<file path="src/rtl/lgs_pkg.sv">
// shared constants, codes and types for the life grid generation step block
// no dependencies; every other file of the block imports this package
package lgs_pkg;

	// grid bounds
	localparam int MAX_ROWS = 64;
	localparam int MAX_COLS = 64;
	localparam int MEM_AW   = $clog2(MAX_ROWS);

	// field widths
	localparam int CMD_W     = 2;
	localparam int ROW_W     = 6;
	localparam int COL_W     = 6;
	localparam int CFG_W     = 7;
	localparam int CFG_IDX_W = 1;

	// command codes on the request channel
	localparam logic [CMD_W-1:0] CMD_WRITE = 2'd0;
	localparam logic [CMD_W-1:0] CMD_READ  = 2'd1;
	localparam logic [CMD_W-1:0] CMD_STEP  = 2'd2;

	// configuration register indexes
	localparam logic [CFG_IDX_W-1:0] CFG_GRID_ROWS = 1'b0;
	localparam logic [CFG_IDX_W-1:0] CFG_GRID_COLS = 1'b1;

	localparam logic [CFG_W-1:0] CFG_ROWS_RESET = CFG_W'(64);
	localparam logic [CFG_W-1:0] CFG_COLS_RESET = CFG_W'(64);

	// rule b3/s23
	localparam logic [3:0] LIFE_BIRTH = 4'd3;
	localparam logic [3:0] LIFE_KEEP  = 4'd2;

	// command queue
	localparam int Q_DEPTH = 2;
	localparam int Q_AW    = $clog2(Q_DEPTH);
	localparam int Q_CW    = $clog2(Q_DEPTH + 1);

	typedef enum logic [1:0] {
		OP_NOP,
		OP_WRITE,
		OP_READ,
		OP_STEP
	} op_t;

	typedef struct packed {
		op_t              op;
		logic [ROW_W-1:0] row;
		logic [COL_W-1:0] col;
		logic             value;
	} lgs_item_t;

	typedef struct packed {
		logic [CFG_W-1:0] rows;
		logic [CFG_W-1:0] cols;
	} lgs_size_t;

	typedef enum logic [2:0] {
		BK_IDLE,
		BK_READ,
		BK_PRIME,
		BK_ROW,
		BK_FINISH
	} bk_state_t;

endpackage

</file>
<file path="src/rtl/lgs_ifs.sv">
// request and result channel interfaces of the life grid block
// depends on lgs_pkg for field widths
interface lgs_cmd_if;
	import lgs_pkg::*;
	logic             valid;
	logic             ready;
	logic [CMD_W-1:0] command;
	logic [ROW_W-1:0] row_index;
	logic [COL_W-1:0] col_index;
	logic             cell_value;

	modport source(output valid, command, row_index, col_index, cell_value, input ready);
	modport sink(input valid, command, row_index, col_index, cell_value, output ready);
endinterface


</file>
<file path="src/rtl/lgs_front.sv">
// front end: accepts requests, decodes and bounds-checks them into queue items
// depends on lgs_pkg and lgs_ifs
module lgs_front (
	input  logic              clk,
	input  logic              arst_n,
	input  lgs_pkg::lgs_size_t size,
	lgs_cmd_if.sink           cmd,
	output logic              push_valid,
	input  logic              push_ready,
	output lgs_pkg::lgs_item_t push_item
);
	import lgs_pkg::*;

	lgs_item_t item_d;
	lgs_item_t item_s1;
	logic      valid_s1;
	logic      in_area;

	assign in_area = (CFG_W'(cmd.row_index) < size.rows) && (CFG_W'(cmd.col_index) < size.cols);

	always_comb begin
		item_d.row   = cmd.row_index;
		item_d.col   = cmd.col_index;
		item_d.value = cmd.cell_value;
		unique case (cmd.command)
			CMD_WRITE: item_d.op = in_area ? OP_WRITE : OP_NOP;
			CMD_READ:  item_d.op = in_area ? OP_READ : OP_NOP;
			CMD_STEP:  item_d.op = OP_STEP;
			default:   item_d.op = OP_NOP;
		endcase
	end

	assign cmd.ready  = !valid_s1 || push_ready;
	assign push_valid = valid_s1;
	assign push_item  = item_s1;

	always_ff @(posedge clk or negedge arst_n) begin
		if (!arst_n) begin
			valid_s1 <= 1'b0;
		end else if (cmd.valid && cmd.ready) begin
			valid_s1 <= 1'b1;
		end else if (push_ready) begin
			valid_s1 <= 1'b0;
		end
	end

	always_ff @(posedge clk) begin
		if (cmd.valid && cmd.ready) begin
			item_s1 <= item_d;
		end
	end

endmodule

</file>
<file path="src/flat_wrapper.sv">
// flat-port wrapper written by rule: the top's interface ports become plain ports
module lgs_front_flat import lgs_pkg::*;
  (clk, arst_n, size, push_valid, push_ready, push_item, cmd_valid, cmd_command, cmd_row_index, cmd_col_index, cmd_cell_value, cmd_ready);
  lgs_cmd_if cmd_i ();
  input  logic clk;
  input  logic arst_n;
  input  lgs_pkg::lgs_size_t size;
  output logic push_valid;
  input  logic push_ready;
  output lgs_pkg::lgs_item_t push_item;
  input wire logic [$bits(cmd_i.valid)-1:0] cmd_valid;
  input wire logic [$bits(cmd_i.command)-1:0] cmd_command;
  input wire logic [$bits(cmd_i.row_index)-1:0] cmd_row_index;
  input wire logic [$bits(cmd_i.col_index)-1:0] cmd_col_index;
  input wire logic [$bits(cmd_i.cell_value)-1:0] cmd_cell_value;
  output wire logic [$bits(cmd_i.ready)-1:0] cmd_ready;
  assign cmd_i.valid = cmd_valid;
  assign cmd_i.command = cmd_command;
  assign cmd_i.row_index = cmd_row_index;
  assign cmd_i.col_index = cmd_col_index;
  assign cmd_i.cell_value = cmd_cell_value;
  assign cmd_ready = cmd_i.ready;
  lgs_front u_core (.clk(clk), .arst_n(arst_n), .size(size), .cmd(cmd_i), .push_valid(push_valid), .push_ready(push_ready), .push_item(push_item));
endmodule
</file>
<file path="config.mk">
export PLATFORM = sky130hd
export DESIGN_NAME = lgs_front_flat
export DESIGN_NICKNAME = d
export VERILOG_FILES = /design/src/rtl/lgs_pkg.sv /design/src/rtl/lgs_ifs.sv /design/src/rtl/lgs_front.sv /design/src/flat_wrapper.sv
export SDC_FILE = /design/constraint.sdc
export NUM_CORES = 1
export LEC_CHECK = 0
export ABC_AREA = 1
export ABC_CLOCK_PERIOD_IN_PS = 1500
export BUFFER_PORTS_ARGS = -buffer_cell sky130_fd_sc_hd__buf_2
export CORE_ASPECT_RATIO = 1.4
export CORE_MARGIN = 5
export CORE_UTILIZATION = 35
export DETAILED_ROUTE_END_ITERATION = 8
export PLACE_DENSITY = 0.75
export SYNTH_ARGS = -nofsm -noshare
export SYNTH_HDL_FRONTEND = slang
export SYNTH_SLANG_ARGS = --single-unit
</file>
<file path="constraint.sdc">
create_clock -name clk -period 1.5 [get_ports clk]
set_input_delay 0.225 -clock clk [delete_from_list [all_inputs] [get_ports clk]]
set_output_delay 0.225 -clock clk [all_outputs]
set_load 0.01 [all_outputs]
</file>
==> results.txt <==
Clock-pin slew was measured on the worst setup and hold paths at 0.10 ns. The total die area is 3480 um2. Of all cell types, the one taking the most synthesized area is sky130_fd_sc_hd__edfxtp_1. The depth of the CTS H-tree came out at 1. The standby leakage power was 0.658 nW; the area inside the core boundary was 2340 um2. The setup violation total in the final timing report was 0; the mean instance size in the synthesized netlist was 9.83 um2. TritonCTS built the clock tree. The simple logic cell fraction of the synthesized area is 14.2%. The tools report the placed cell count as 158. The standard cell with the maximum stage delay on the critical path is sky130_fd_sc_hd__dfrtp_1. The flow ran to the end, and the final reports show no timing, DRC or antenna violations.

The number of instances resized during post-cts repair was 0; the number of max-slew violations in the final report was 0. Number of design rule violations left after detail routing: 0. Most common cell after layout, fill and taps aside: sky130_fd_sc_hd__buf_2. For the detailed-router iteration count before antenna repair, the log shows 5. The cell sitting at the root of the clock tree is a sky130_fd_sc_hd__clkbuf_4.

In this run the biggest area consumer among cell types represents 53.9% of the synthesized area. Across the routed clock network, the largest skew measured is 0.00857 ns. The setup total negative slack is 0 ns. Ranked by total cell area, the synthesized netlist is headed by sky130_fd_sc_hd__edfxtp_1 54%, sky130_fd_sc_hd__ha_1 15%, sky130_fd_sc_hd__nand2_1 11%. STA puts the critical path data required time at 1.27 ns. Worst hold path class: in2reg. The number of global-route vias before repair came out at 721. For the net count of the finished layout, the log shows 184. The growth of design area from synthesis to finish was 39.7%; the fmax was 872 MHz. At the pin with the least slew margin, the transition time is 0.200 ns.

The signal on the critical path passes through nand2_1, buf_2. The sequential area share after synthesis is 56.9%, and the total grt overflow is 0. The number of buffers inserted by post-CTS setup repair came out at 0. STA classifies the critical path endpoint as an output port. Summing the areas of all compound-gate instances in the mapped netlist gives 4.04% of the synthesized area. The minimum setup slack in the final design is 0.353 ns, and the largest stage delay on the critical path is 0.42 ns. The tools report the top-level port count as 50.

The synthesized flop and latch total is 16. After synthesis, the largest family of logic cells by area is adder cells. The worst slew slack as a fraction of its limit was 86.7%. The final count of hold timing violations is 0, and the number of distinct standard cells referenced by the synthesized netlist is 9.

For this run, the number of Yosys warnings is 0. The fraction of final layout cells with drive strength greater than 1 was 40.0%; the number of vias per cell after detailed routing was 4.60. The overall routing resource usage was 11.1%; the max-capacitance violation count was 0. Synthesis produced a netlist with a net count of 128. The number of antenna repair diodes was 0; the multiplexer fraction of the synthesized cell area was 0%. OpenSTA, run right after detailed placement, puts the worst setup slack at 0.173 ns. The post-detailed-route wirelength per cell is 11.2 um. TritonCTS created 3 clock buffers. The run gives 0 as the number of antenna violations at the first check in global routing. The run gives 85 as the synthesized instance count. Leaving out fill and tap cells, the most frequent cells in the layout are 49 x sky130_fd_sc_hd__buf_2, 24 x sky130_fd_sc_hd__nand2_1, 22 x sky130_fd_sc_hd__inv_1. The clock period minus worst slack is 1.15 ns, and the clock latency reported for the late side of the worst-skew pair is 0.29 ns.

Summing the areas of all fa, ha and maj instances in the mapped netlist gives 15.0% of the synthesized area. The count of buffers added on input and output ports is 49. The worst-case IR drop observed on VDD is 0.000453 V.

The wire length of the first global-routing pass was 2890 um. Maximum fanout along the worst path: 3. Summed over all nets, the half-perimeter wirelength after detailed placement is 1570 um. The floorplan has 21 rows. Routability-driven placement finished with a final weighted congestion of 0.728. The count of placed standard cells in the final layout, fillers left out came out at 163. The tools report the DRC marker count from the first detailed-route iteration as 12. Power spread over the standard cell area amounts to 854 nW/um2.

The overall die width works out to 51.3 um. Wires add up to 1820 um. Setup repair after global routing left no endpoint under its margin.

Final period utilization: 76.5%. Number of hold buffers added after CTS: 1. For this configuration, the core starts out at a cell density of 35.7%.

The utilization after layout was 49.9%; the vertical die dimension was 67.8 um. Of the total synthesized cell area, the portion taken by XOR and XNOR cells is 0%. The reg-to-reg setup timing slack came out at 0.40 ns. The run gives 0.92 ns as the data arrival time of the critical path. The classification of the worst setup path was reg2out. For this design, the sink count on the clock tree is 16.

The logs give 0 for the number of nets with antenna violations after detailed routing and 836 um2 for the post-synthesis cell area. STA classifies the critical path startpoint as a flip-flop. The number of buffers on the longest clock path was 2; the via count of the routed design was 749.

Maximum number of pins on one net before global-route repair: 16.
-- synthesized netlist by cell type, drive strengths merged --
library cell,number
edfxtp,15
inv,22
nand2,24
nand3,2
nor2,5
a21oi,6
ha,10
dfrtp,1
-- sequential cells by signal (all words and copies together) (netlist names) --
signal,flops
u_core.push_valid,1
u_core.push_item,15
-- worst max-delay path, delay by kind of cell, from the launching register on --
family / cells / cell delay [ns]
flops: 1 / 0.42
buf+inv: 1 / 0.13
simple gates: 1 / 0.09
-- power by group --
| part | internal (mW) | switching, mW |
|---|---|---|
| logic | 0.0862 | 0.0995 |
| clock network | 0.148 | 0.137 |
| registers | 0.519 | 0.00633 |
| total | 0.753 | 0.243 |
-- routing by layer --
layer | global-route usage, % | vias up | share of wire, %
met5 | 0 | - | 0
met4 | 5.90 | 0 | 3.9
met3 | 2.18 | 8 | 8.8
met2 | 21.1 | 38 | 53
met1 | 11.4 | 323 | 34
li1 | - | 380 | -
-- final cells by class --
type | instances | area [um2]
clock buffers | 4 | 36.3
fillers | 221 | 1170
inverters | 22 | 82.6
multi-input cells | 47 | 282
flip-flops and latches | 16 | 475
well taps | 23 | 28.8
repair buffers | 51 | 263
-- kinds of logic (layout without fill, tap and decap cells) --
logic type | after synthesis | after routing
buffers and inverters | 22 | 77
DFF | 16 | 16
and+or+nand+nor | 31 | 31
AOI/OAI and AO/OA | 6 | 6
adders and majority gates | 10 | 10
-- per-stage QoR --
stage	area, um2	power (mW)	hold slack [ns]
3_3_place_gp	1120	0.713	0.000215
6_report	1170	0.996	0.101
5_1_grt	1170	1.06	0.0903
4_1_cts	1170	1.01	0.0954
2_1_floorplan	840	0.631	-0.0706
3_5_place_dp	1120	0.723	0.00432
-- path summary, 6_finish.rpt --
path                                        start                   to  cells after the start
worst max-delay path            u_core.push_valid            cmd_ready                      2
worst min-delay path               cmd_cell_value  u_core.push_item[0]                      1
worst max register to register  u_core.push_valid  u_core.push_item[1]                      2
worst min register to register  u_core.push_valid    u_core.push_valid                      2
max in group asynchronous                  arst_n    u_core.push_valid                      2
min in group asynchronous                  arst_n    u_core.push_valid                      2
(Power assumes the default switching activity.)
