$ cat src/rtl/lgs_pkg.sv
// shared constants, codes and types for the life grid generation step block
// no dependencies; every other file of the block imports this package
package lgs_pkg;

	// grid bounds
	localparam int MAX_ROWS = 64;
	localparam int MAX_COLS = 64;
	localparam int MEM_AW   = $clog2(MAX_ROWS);

	// field widths
	localparam int CMD_W     = 2;
	localparam int ROW_W     = 6;
	localparam int COL_W     = 6;
	localparam int CFG_W     = 7;
	localparam int CFG_IDX_W = 1;

	// command codes on the request channel
	localparam logic [CMD_W-1:0] CMD_WRITE = 2'd0;
	localparam logic [CMD_W-1:0] CMD_READ  = 2'd1;
	localparam logic [CMD_W-1:0] CMD_STEP  = 2'd2;

	// configuration register indexes
	localparam logic [CFG_IDX_W-1:0] CFG_GRID_ROWS = 1'b0;
	localparam logic [CFG_IDX_W-1:0] CFG_GRID_COLS = 1'b1;

	localparam logic [CFG_W-1:0] CFG_ROWS_RESET = CFG_W'(64);
	localparam logic [CFG_W-1:0] CFG_COLS_RESET = CFG_W'(64);

	// rule b3/s23
	localparam logic [3:0] LIFE_BIRTH = 4'd3;
	localparam logic [3:0] LIFE_KEEP  = 4'd2;

	// command queue
	localparam int Q_DEPTH = 2;
	localparam int Q_AW    = $clog2(Q_DEPTH);
	localparam int Q_CW    = $clog2(Q_DEPTH + 1);

	typedef enum logic [1:0] {
		OP_NOP,
		OP_WRITE,
		OP_READ,
		OP_STEP
	} op_t;

	typedef struct packed {
		op_t              op;
		logic [ROW_W-1:0] row;
		logic [COL_W-1:0] col;
		logic             value;
	} lgs_item_t;

	typedef struct packed {
		logic [CFG_W-1:0] rows;
		logic [CFG_W-1:0] cols;
	} lgs_size_t;

	typedef enum logic [2:0] {
		BK_IDLE,
		BK_READ,
		BK_PRIME,
		BK_ROW,
		BK_FINISH
	} bk_state_t;

endpackage

$ cat src/rtl/lgs_queue.sv
// short queue of decoded items between front end and back end
// depends on lgs_pkg
module lgs_queue (
	input  logic              clk,
	input  logic              arst_n,
	input  logic              push_valid,
	output logic              push_ready,
	input  lgs_pkg::lgs_item_t push_item,
	output logic              pop_valid,
	input  logic              pop,
	output lgs_pkg::lgs_item_t pop_item
);
	import lgs_pkg::*;

	lgs_item_t        slot_q [Q_DEPTH];
	logic [Q_AW-1:0]  wr_ptr_q;
	logic [Q_AW-1:0]  rd_ptr_q;
	logic [Q_CW-1:0]  count_q;
	logic             do_push;
	logic             do_pop;

	assign push_ready = count_q != Q_CW'(Q_DEPTH);
	assign pop_valid  = count_q != '0;
	assign pop_item   = slot_q[rd_ptr_q];
	assign do_push    = push_valid && push_ready;
	assign do_pop     = pop && pop_valid;

	always_ff @(posedge clk or negedge arst_n) begin
		if (!arst_n) begin
			wr_ptr_q <= '0;
			rd_ptr_q <= '0;
			count_q  <= '0;
		end else begin
			if (do_push) begin
				wr_ptr_q <= wr_ptr_q + Q_AW'(1);
			end
			if (do_pop) begin
				rd_ptr_q <= rd_ptr_q + Q_AW'(1);
			end
			if (do_push && !do_pop) begin
				count_q <= count_q + Q_CW'(1);
			end else if (do_pop && !do_push) begin
				count_q <= count_q - Q_CW'(1);
			end
		end
	end

	always_ff @(posedge clk) begin
		if (do_push) begin
			slot_q[wr_ptr_q] <= push_item;
		end
	end

endmodule

$ cat config.mk
export PLATFORM = sky130hd
export DESIGN_NAME = lgs_queue
export DESIGN_NICKNAME = d
export VERILOG_FILES = /design/src/rtl/lgs_pkg.sv /design/src/rtl/lgs_queue.sv
export SDC_FILE = /design/constraint.sdc
export NUM_CORES = 1
export LEC_CHECK = 0
export ABC_CLOCK_PERIOD_IN_PS = 1550
export BUFFER_PORTS_ARGS = -buffer_cell sky130_fd_sc_hd__buf_4
export CAP_MARGIN = 30
export CORE_ASPECT_RATIO = 1.5
export CORE_MARGIN = 2
export CORE_UTILIZATION = 45
export DETAILED_ROUTE_END_ITERATION = 8
export PLACE_DENSITY = 0.73
export SLEW_MARGIN = 10
export SYNTH_ARGS = -nofsm -noshare
export SYNTH_HDL_FRONTEND = slang
export SYNTH_SLANG_ARGS = --single-unit
$ cat constraint.sdc
create_clock -name clk -period 1.55 [get_ports clk]
set_input_delay 0.2325 -clock clk [delete_from_list [all_inputs] [get_ports clk]]
set_output_delay 0.2325 -clock clk [all_outputs]
set_load 0.05 [all_outputs]
==> results of run 1 <==
synthesized netlist by cell type, drive strengths merged:
cell / number
buf: 2
dfrtp: 4
nor2: 2
ha: 1
inv: 1
xnor2: 3
edfxtp: 30
or2: 1
xor2: 2
mux2: 15
and3: 1
nand2: 2
nand2b: 1
sequential cells by signal, indices dropped and copies added, names as in the netlist:
register,cells
rd_ptr_q,1
count_q,2
slot_q,30
wr_ptr_q,1
area by class of cell:
type | instances | share of cell area (%)
repair buffers | 44 | 23.7
inverters | 1 | 0.194
clock buffers | 6 | 3.76
multi-input cells | 28 | 17.4
clock inverters | 2 | 0.518
flip-flops and latches | 34 | 51.9
well taps | 39 | 2.53
how the worst min path moves through the flow:
| stage | from | to | slack, ps | cells past startpoint |
|---|---|---|---|---|
| 6_report | push_item[5] | slot_q[0][5]$_DFFE_PP_ | 130 | 1 |
| 5_1_grt | push_item[5] | slot_q[1][5]$_DFFE_PP_ | 120 | 1 |
| 4_1_cts | push_item[5] | slot_q[0][5]$_DFFE_PP_ | 120 | 1 |
| 3_5_place_dp | arst_n | count_q[1]$_DFFE_PN0P_ | 30 | 1 |
| 3_3_place_gp | arst_n | count_q[0]$_DFFE_PN0P_ | 30 | 1 |
| 2_1_floorplan | arst_n | count_q[0]$_DFFE_PN0P_ | -60 | 0 |
critical path, cell delays in order, from the launching register on:
cell,delay [ps]
dfrtp_2,460
clkbuf_16,190
mux2_4,310
buf_8,150
metrics by stage:
| stage | power [W] | hold slack, ps |
|---|---|---|
| after floorplan | 0.00284 | -63.1 |
| after global placement | 0.00331 | 30.4 |
| after detailed placement | 0.00337 | 32.1 |
| after CTS | 0.00438 | 120 |
| after global routing | 0.00450 | 116 |
| final | 0.00432 | 132 |
power groups by stage:
| stage | Clock, W | Combinational [W] | Sequential, W |
|---|---|---|---|
| 3_5_place_dp | 0 | 0.00197 | 0.00141 |
| 6_report | 0.000599 | 0.00231 | 0.00141 |
| 5_1_grt | 0.000660 | 0.00240 | 0.00144 |
| 3_3_place_gp | 0 | 0.00193 | 0.00138 |
| 2_1_floorplan | 0 | 0.00147 | 0.00137 |
| 4_1_cts | 0.000625 | 0.00234 | 0.00141 |
kinds of logic after synthesis:
family	synth area share [%]
muxes	15.2
and+or+nand+nor	2.73
xor gates and xnor gates	3.29
DFF	75.2
adders and majority gates	0.940
buffers and inverters	2.63
layer usage:
metal  global-route usage (%)  vias to the layer above  share of wire (%)
met5                        0                        -                  0
met4                     8.57                        0                1.7
met3                     6.33                        4                5.6
met2                     28.1                       23                 57
met1                     15.4                      352                 35
li1                         -                      340                  -
timing repair:
item / 4_1_cts / 5_1_grt
buffers inserted: 1 / 0
hold endpoints to repair: 4 / 0
hold buffers: 1 / 0
cloned: 1 / 0
resized for setup: 30 / 2
setup endpoints to repair: 15 / 16
==> impl_metrics.ini, run 1 <==
[die]
pin_count = 36
die_h_um = 70.6
start_util_pct = 46.7
core_um2 = 2850
die_w_um = 48.4
rows = 24
die-area_um2 = 3420

[power_and_ir_drop]
p_comb_share_pct = 53.4
pwr-share-seq_pct = 32.7
internal_power_w = 0.00266
p_leak_nw = 0.805
netSwitchingPower_w = 0.00166
peakVddDrop_mv = 1.48
p_sw_share_pct = 38.4
clockPowerShare_pct = 13.9
power_density_nw_per_um2 = 2240

[final_layout]
regArea_um2 = 1000
area_growth_pct = 45.1
nets = 134
fillers = 209
layout_commonest_cell = edfxtp_1
diodes = 0
mostFrequentLayoutCells = edfxtp_1, buf_4, mux2_4, buf_6, buf_8
final_util_pct = 67.7
multi_input_area_um2 = 335
fin_cells = 154
stdcell_area_um2 = 1930
drive_gt1_share_pct = 61.7

[logic_synthesis]
ys_ff_latch = 34
synth_warnings = 0
syn_area_um2 = 1330
post-synth-top-area-cell = edfxtp_1
syn_nets = 85
synthTopCellsByArea = edfxtp_1, mux2_4, dfrtp_1
synth_top_area_share_pct = 67.7
ys_types = 16
syn_avg_cell_area_um2 = 20.5
synth_cells = 65
ys_seq_area_share_pct = 75.2

[placed_design]
dp_hpwl_mm = 1.64
placedCellCount = 143
placed_cell_area_um2 = 1700
dp_slack_ps = 122
place_congestion = 0.590
portBuffers = 35

[clock_tree]
cts-root-buf = clkbuf_8
cts_buffers = 5
clk_pin_slew_ps = 70
cts_tree = built
cts_sinks = 34
htreeDepth = 2
cts_max_path_buffers = 2
clkLatencyLatePin_ps = 280

[drt]
routed_wirelength_mm = 2.38
drt-initial-drc-count = 2
vias = 719
avgViaCountPerCell = 4.67
drc = 0
firstDrtPassIters = 3
post_drt_wl_per_cell_um = 15.5
final_antenna_net_count = 0

[min_path]
hold_class = in2reg

[timing]
hold_violations = 0
maxSlewViolCount = 0
setup_slack_ps = -74.5
tightest_slew_ps = 193
period_minus_slack_ps = 1620
finalCritPeriodShare_pct = 105
fin_skew_ps = 5.52
setup_viol = 15
max_clock_freq_mhz = 616
setup_tns_ps = -937
slew_headroom_pct = 87.1
rsz0062_at_grt = true

[job]
cap_violations = 0

[setup_path]
ff2ff_path_depth = 6
r2r_start = count_q[0]$_DFFE_PN0P_
worstSetupStartpointType = register
crit_path_max_fanout = 7
ff2ff_setup_slack_ps = 120
cp-end-kind = output pin
critPathLaunch = rd_ptr_q$_DFFE_PN0P_
cp.arrival_ps = 1390
critPathCapture = pop_item[11]
critical_path_class = reg2out
timing.rr.end = count_q[1]$_DFFE_PN0P_
cp_data_required_time_ps = 1320

[global_routing]
grt_first_pass_wirelength_mm = 3.83
grt_max_degree = 16
track_usage_pct = 15.7
grt_pass1_vias = 773
grt_remaining_overflow = 0
antenna_found_initial = 0

[status]
status = finished, violations left
violations = setup timing
(Power assumes the default switching activity.)
==> inputs of run 2 (changes only) <==
--- a/config.mk
+++ b/config.mk
@@ -13,6 +13,7 @@
 export CORE_UTILIZATION = 45
 export DETAILED_ROUTE_END_ITERATION = 8
 export PLACE_DENSITY = 0.73
+export RECOVER_POWER = 25
 export SLEW_MARGIN = 10
 export SYNTH_ARGS = -nofsm -noshare
 export SYNTH_HDL_FRONTEND = slang
==> impl_metrics.ini, run 2 (synthesis gave the netlist of run 1 again) <==
[timing]
rsz0062_at_grt = true
fin_skew_ps = 5.49
finalCritPeriodShare_pct = 105
setup_tns_ps = -939
tightest_slew_ps = 193
max_clock_freq_mhz = 615
setup_slack_ps = -74.8
hold_violations = 0
period_minus_slack_ps = 1620
setup_viol = 15
slew_headroom_pct = 87.1
hold_slack_ps = 138
maxSlewViolCount = 0

[global_routing]
antenna_found_initial = 0
grt_max_degree = 16
track_usage_pct = 15.7
grt_pass1_vias = 773
grt_first_pass_wirelength_mm = 3.83
grt_remaining_overflow = 0

[status]
status = finished, violations left
violations = setup timing

[placed_design]
dp_hpwl_mm = 1.64
portBuffers = 35
place_congestion = 0.590

[clock_tree]
clkLatencyLatePin_ps = 280
cts_tree = built
cts_buffers = 5
cts_sinks = 34
clk_pin_slew_ps = 60
cts_max_path_buffers = 2
htreeDepth = 2
cts-root-buf = clkbuf_8

[die]
die-area_um2 = 3420
start_util_pct = 46.7
rows = 24
die_w_um = 48.4
pin_count = 36
core_um2 = 2850
die_h_um = 70.6

[setup_path]
worst_path_dominant_cell_family = flip-flops
crit_path_max_fanout = 7
critPathMaxStageDelay_ps = 460
ff2ff_path_depth = 6
cp_data_required_time_ps = 1320
ff2ff_setup_slack_ps = 120
critPathBufInv = 2
critical_path_class = reg2out
cp-end-kind = output pin
cp.arrival_ps = 1390
slowest_stage = dfrtp_2
worstSetupStartpointType = register
cp_cell_sequence = clkbuf_16, mux2_4, buf_8
cp_num_cells = 3

[drt]
firstDrtPassIters = 3
drc = 0
routed_wirelength_mm = 2.37
post_drt_wl_per_cell_um = 15.4
vias = 716
routed.top_layer = met4
met2_length_mm = 1.36
wl_met3_um = 133
wl_met1_um = 833
avgViaCountPerCell = 4.65
drt-initial-drc-count = 1
final_antenna_net_count = 0

[power_and_ir_drop]
peakVddDrop_mv = 1.48
p_leak_nw = 0.796
power_density_nw_per_um2 = 2240
total_power_w = 0.00431

[min_path]
hold_class = in2reg
hold_depth = 1

[final_layout]
largest_reg_flops = 30
drive_gt1_share_pct = 60.0
diodes = 0
mostFrequentLayoutCells = edfxtp_1, mux2_4, buf_4, clkbuf_4, buf_6
reg_top3 = slot_q (30), count_q (2)
area_growth_pct = 44.5
multi_input_area_um2 = 335
nets = 134
top_register = slot_q
regArea_um2 = 1000
fillers = 212
layout_commonest_cell = edfxtp_1

[job]
cap_violations = 0
-- run 2: cell types whose count changed in the layout (fill, tap and decap cells not counted), sizes merged --
cell,previous run,this run
buf,42,32
clkbuf,7,17
-- run 2: layer usage --
layer | track usage [%] | vias to the layer above
li1 | - | 340
met1 | 15.4 | 349
met2 | 28.1 | 23
met3 | 6.33 | 4
met4 | 8.57 | 0
met5 | 0 | -
-- run 2: metrics by stage --
step                      cells  cell area, um^2  setup slack (ps)  util (%)
after floorplan              65             1350              30.3         -
after global placement      143             1700               196      59.6
after detailed placement    143             1700               122      59.6
after CTS                   154             1930             -80.3      67.8
after global routing        154             1920              -113      67.5
final                       154             1920             -74.8      67.5
-- run 2: power by group --
group	switching, W	internal [W]	leakage, nW
sequential	0.000137	0.00127	0.323
clock	0.000289	0.000310	0.0450
combinational	0.00123	0.00107	0.428
-- run 2: worst register-to-register path: stages, from the launching register on --
cell	delay [ps]
dfrtp_2	440
or2_4	260
nand2_2	80
ha_1	170
xor2_1	160
nor2_1	60
xor2_1	130
-- run 2: final timing paths --
| check | from | to |
|---|---|---|
| max | rd_ptr_q$_DFFE_PN0P_ | pop_item[11] |
| min | push_item[13] | slot_q[0][13]$_DFFE_PP_ |
| max reg2reg | count_q[0]$_DFFE_PN0P_ | count_q[1]$_DFFE_PN0P_ |
| min reg2reg | count_q[0]$_DFFE_PN0P_ | count_q[0]$_DFFE_PN0P_ |
| max in group asynchronous | arst_n | rd_ptr_q$_DFFE_PN0P_ |
| min in group asynchronous | arst_n | count_q[0]$_DFFE_PN0P_ |
-- run 2: timing repair --
item,CTS,global route
resized for setup,30,2
hold endpoints to repair,4,0
hold buffers,1,0
buffers inserted,1,0
setup endpoints to repair,15,16
cloned,1,0
-- run 2: cell type report --
class / count / area share, %
clock buffers: 6 / 3.77
multi-input cells: 28 / 17.4
well taps: 39 / 2.54
inverters: 1 / 0.195
flip-flops and latches: 34 / 52.1
clock inverters: 2 / 0.520
repair buffers: 44 / 23.4
==> inputs of run 3 (changes only) <==
--- a/config.mk
+++ b/config.mk
@@ -6,13 +6,13 @@
 export NUM_CORES = 1
 export LEC_CHECK = 0
 export ABC_CLOCK_PERIOD_IN_PS = 1550
-export BUFFER_PORTS_ARGS = -buffer_cell sky130_fd_sc_hd__buf_4
 export CAP_MARGIN = 30
 export CORE_ASPECT_RATIO = 1.5
 export CORE_MARGIN = 2
-export CORE_UTILIZATION = 45
+export CORE_UTILIZATION = 54
 export DETAILED_ROUTE_END_ITERATION = 8
-export PLACE_DENSITY = 0.73
+export DONT_BUFFER_PORTS = 1
+export PLACE_DENSITY = 0.72
 export RECOVER_POWER = 25
 export SLEW_MARGIN = 10
 export SYNTH_ARGS = -nofsm -noshare
==> impl_metrics.ini, run 3 (synthesis gave the netlist of run 1 again) <==
[status]
status = finished, final reports clean

[clock_tree]
htreeDepth = 2
clk_pin_slew_ps = 80
clkLatencyLatePin_ps = 310
cts_max_path_buffers = 2
cts_sinks = 34
cts-root-buf = clkbuf_4
cts_tree = built
cts_buffers = 5

[final_layout]
fin_cells = 120
drive_gt1_share_pct = 34.4
final_util_pct = 69.8
area_growth_pct = 25.6
layout_commonest_cell = edfxtp_1
reg_top3 = slot_q (30), count_q (2)
diodes = 0
largest_reg_flops = 30
stdcell_area_um2 = 1670
mostFrequentLayoutCells = edfxtp_1, dlygate4sd3_1, mux2_4, buf_4, clkbuf_4
top_register = slot_q
nets = 115

[global_routing]
antenna_found_initial = 0
grt_remaining_overflow = 0
track_usage_pct = 16.0
grt_pass1_vias = 695
grt_first_pass_wirelength_mm = 3.11
grt_max_degree = 16

[drt]
drt-initial-drc-count = 14
avgViaCountPerCell = 5.33
routed_wirelength_mm = 2.06
final_antenna_net_count = 0
firstDrtPassIters = 4
post_drt_wl_per_cell_um = 17.1
drc = 0
vias = 639

[die]
core_um2 = 2390
start_util_pct = 55.6
die-area_um2 = 2890
die_h_um = 64.8
pin_count = 36
die_w_um = 44.5
rows = 22

[setup_path]
cp_data_required_time_ps = 1320
cp.arrival_ps = 1300
critical_path_class = reg2out
worstSetupStartpointType = register
ff2ff_path_depth = 7
timing.rr.end = count_q[1]$_DFFE_PN0P_
critPathCapture = pop_item[2]
crit_path_max_fanout = 15
critPathLaunch = rd_ptr_q$_DFFE_PN0P_
ff2ff_setup_slack_ps = 130
cp-end-kind = output pin
r2r_start = count_q[0]$_DFFE_PN0P_

[placed_design]
portBuffers = 0
placedCellCount = 94
place_congestion = 0.617
dp_hpwl_mm = 1.31
placed_cell_area_um2 = 1430

[power_and_ir_drop]
total_power_w = 0.00360
power_density_nw_per_um2 = 2150
peakVddDrop_mv = 1.42
p_leak_nw = 0.652

[timing]
slew_headroom_pct = 87.1
tightest_slew_ps = 193
maxSlewViolCount = 0
max_clock_freq_mhz = 652
rsz0062_at_grt = true
hold_violations = 0
period_minus_slack_ps = 1530
finalCritPeriodShare_pct = 98.9
fin_skew_ps = 3.80
setup_viol = 0

[job]
cap_violations = 0

[min_path]
hold_class = in2reg
-- run 3: cell types whose count changed in the layout (fill, tap and decap cells not counted), moves of 3 or more --
| cell | delta |
|---|---|
| clkbuf_8 | -5 |
| buf_6 | -8 |
| buf_4 | -8 |
| dlygate4sd3_1 | +15 |
| clkbuf_4 | -3 |
| buf_8 | -7 |
-- run 3: metrics by stage --
step	worst slack (ps)	TNS [ps]	hold WS, ps
3_3_place_gp	203	0	-63.0
2_1_floorplan	30.3	0	-63.1
6_report	16.4	0	68.2
5_1_grt	-42.0	-604	64.6
3_5_place_dp	108	0	-63.0
4_1_cts	-18.2	-224	44.1
-- run 3: layer usage --
metal | vias up | track usage [%] | routed length [um]
met5 | - | 0 | 0
met4 | 0 | 10.2 | 30
met3 | 4 | 5.57 | 122
met2 | 22 | 27.7 | 1150
met1 | 311 | 15.1 | 747
li1 | 302 | - | -
-- run 3: where the power goes --
group	leakage (nW)	total (W)	internal, W	switching [W]
sequential	0.325	0.00138	0.00127	0.000115
combinational	0.300	0.00180	0.000661	0.00113
clock	0.0265	0.000426	0.000181	0.000246
total	0.652	0.00360	0.00211	0.00149
-- run 3: worst max-delay path: stages (launching register included) --
cell     delay, ps
dfrtp_1        400
buf_12         180
mux2_4         400
-- run 3: cell type report --
| class | instances | area [um^2] |
|---|---|---|
| clock buffer | 8 | 48.8 |
| fill | 163 | 723 |
| inverter | 1 | 3.75 |
| multi-input combinational | 28 | 335 |
| sequential | 34 | 1000 |
| tap | 24 | 30.0 |
| timing repair buffer | 25 | 253 |
-- run 3: timing repair --
action,4_1_cts,5_1_grt
hold endpoints to repair,34,0
setup endpoints to repair,15,15
gates cloned,0,0
resized for setup,6,0
hold buffers,16,0
setup buffers,1,1
-- run 3: how the worst min path moves through the flow --
stage	startpoint	endpoint	slack (ps)	depth (start not counted)
after global placement	arst_n	count_q[0]$_DFFE_PN0P_	-60	0
after detailed placement	arst_n	count_q[0]$_DFFE_PN0P_	-60	0
final	pop	rd_ptr_q$_DFFE_PN0P_	70	2
after floorplan	arst_n	count_q[0]$_DFFE_PN0P_	-60	0
after global routing	pop	rd_ptr_q$_DFFE_PN0P_	60	2
after CTS	pop	rd_ptr_q$_DFFE_PN0P_	40	2
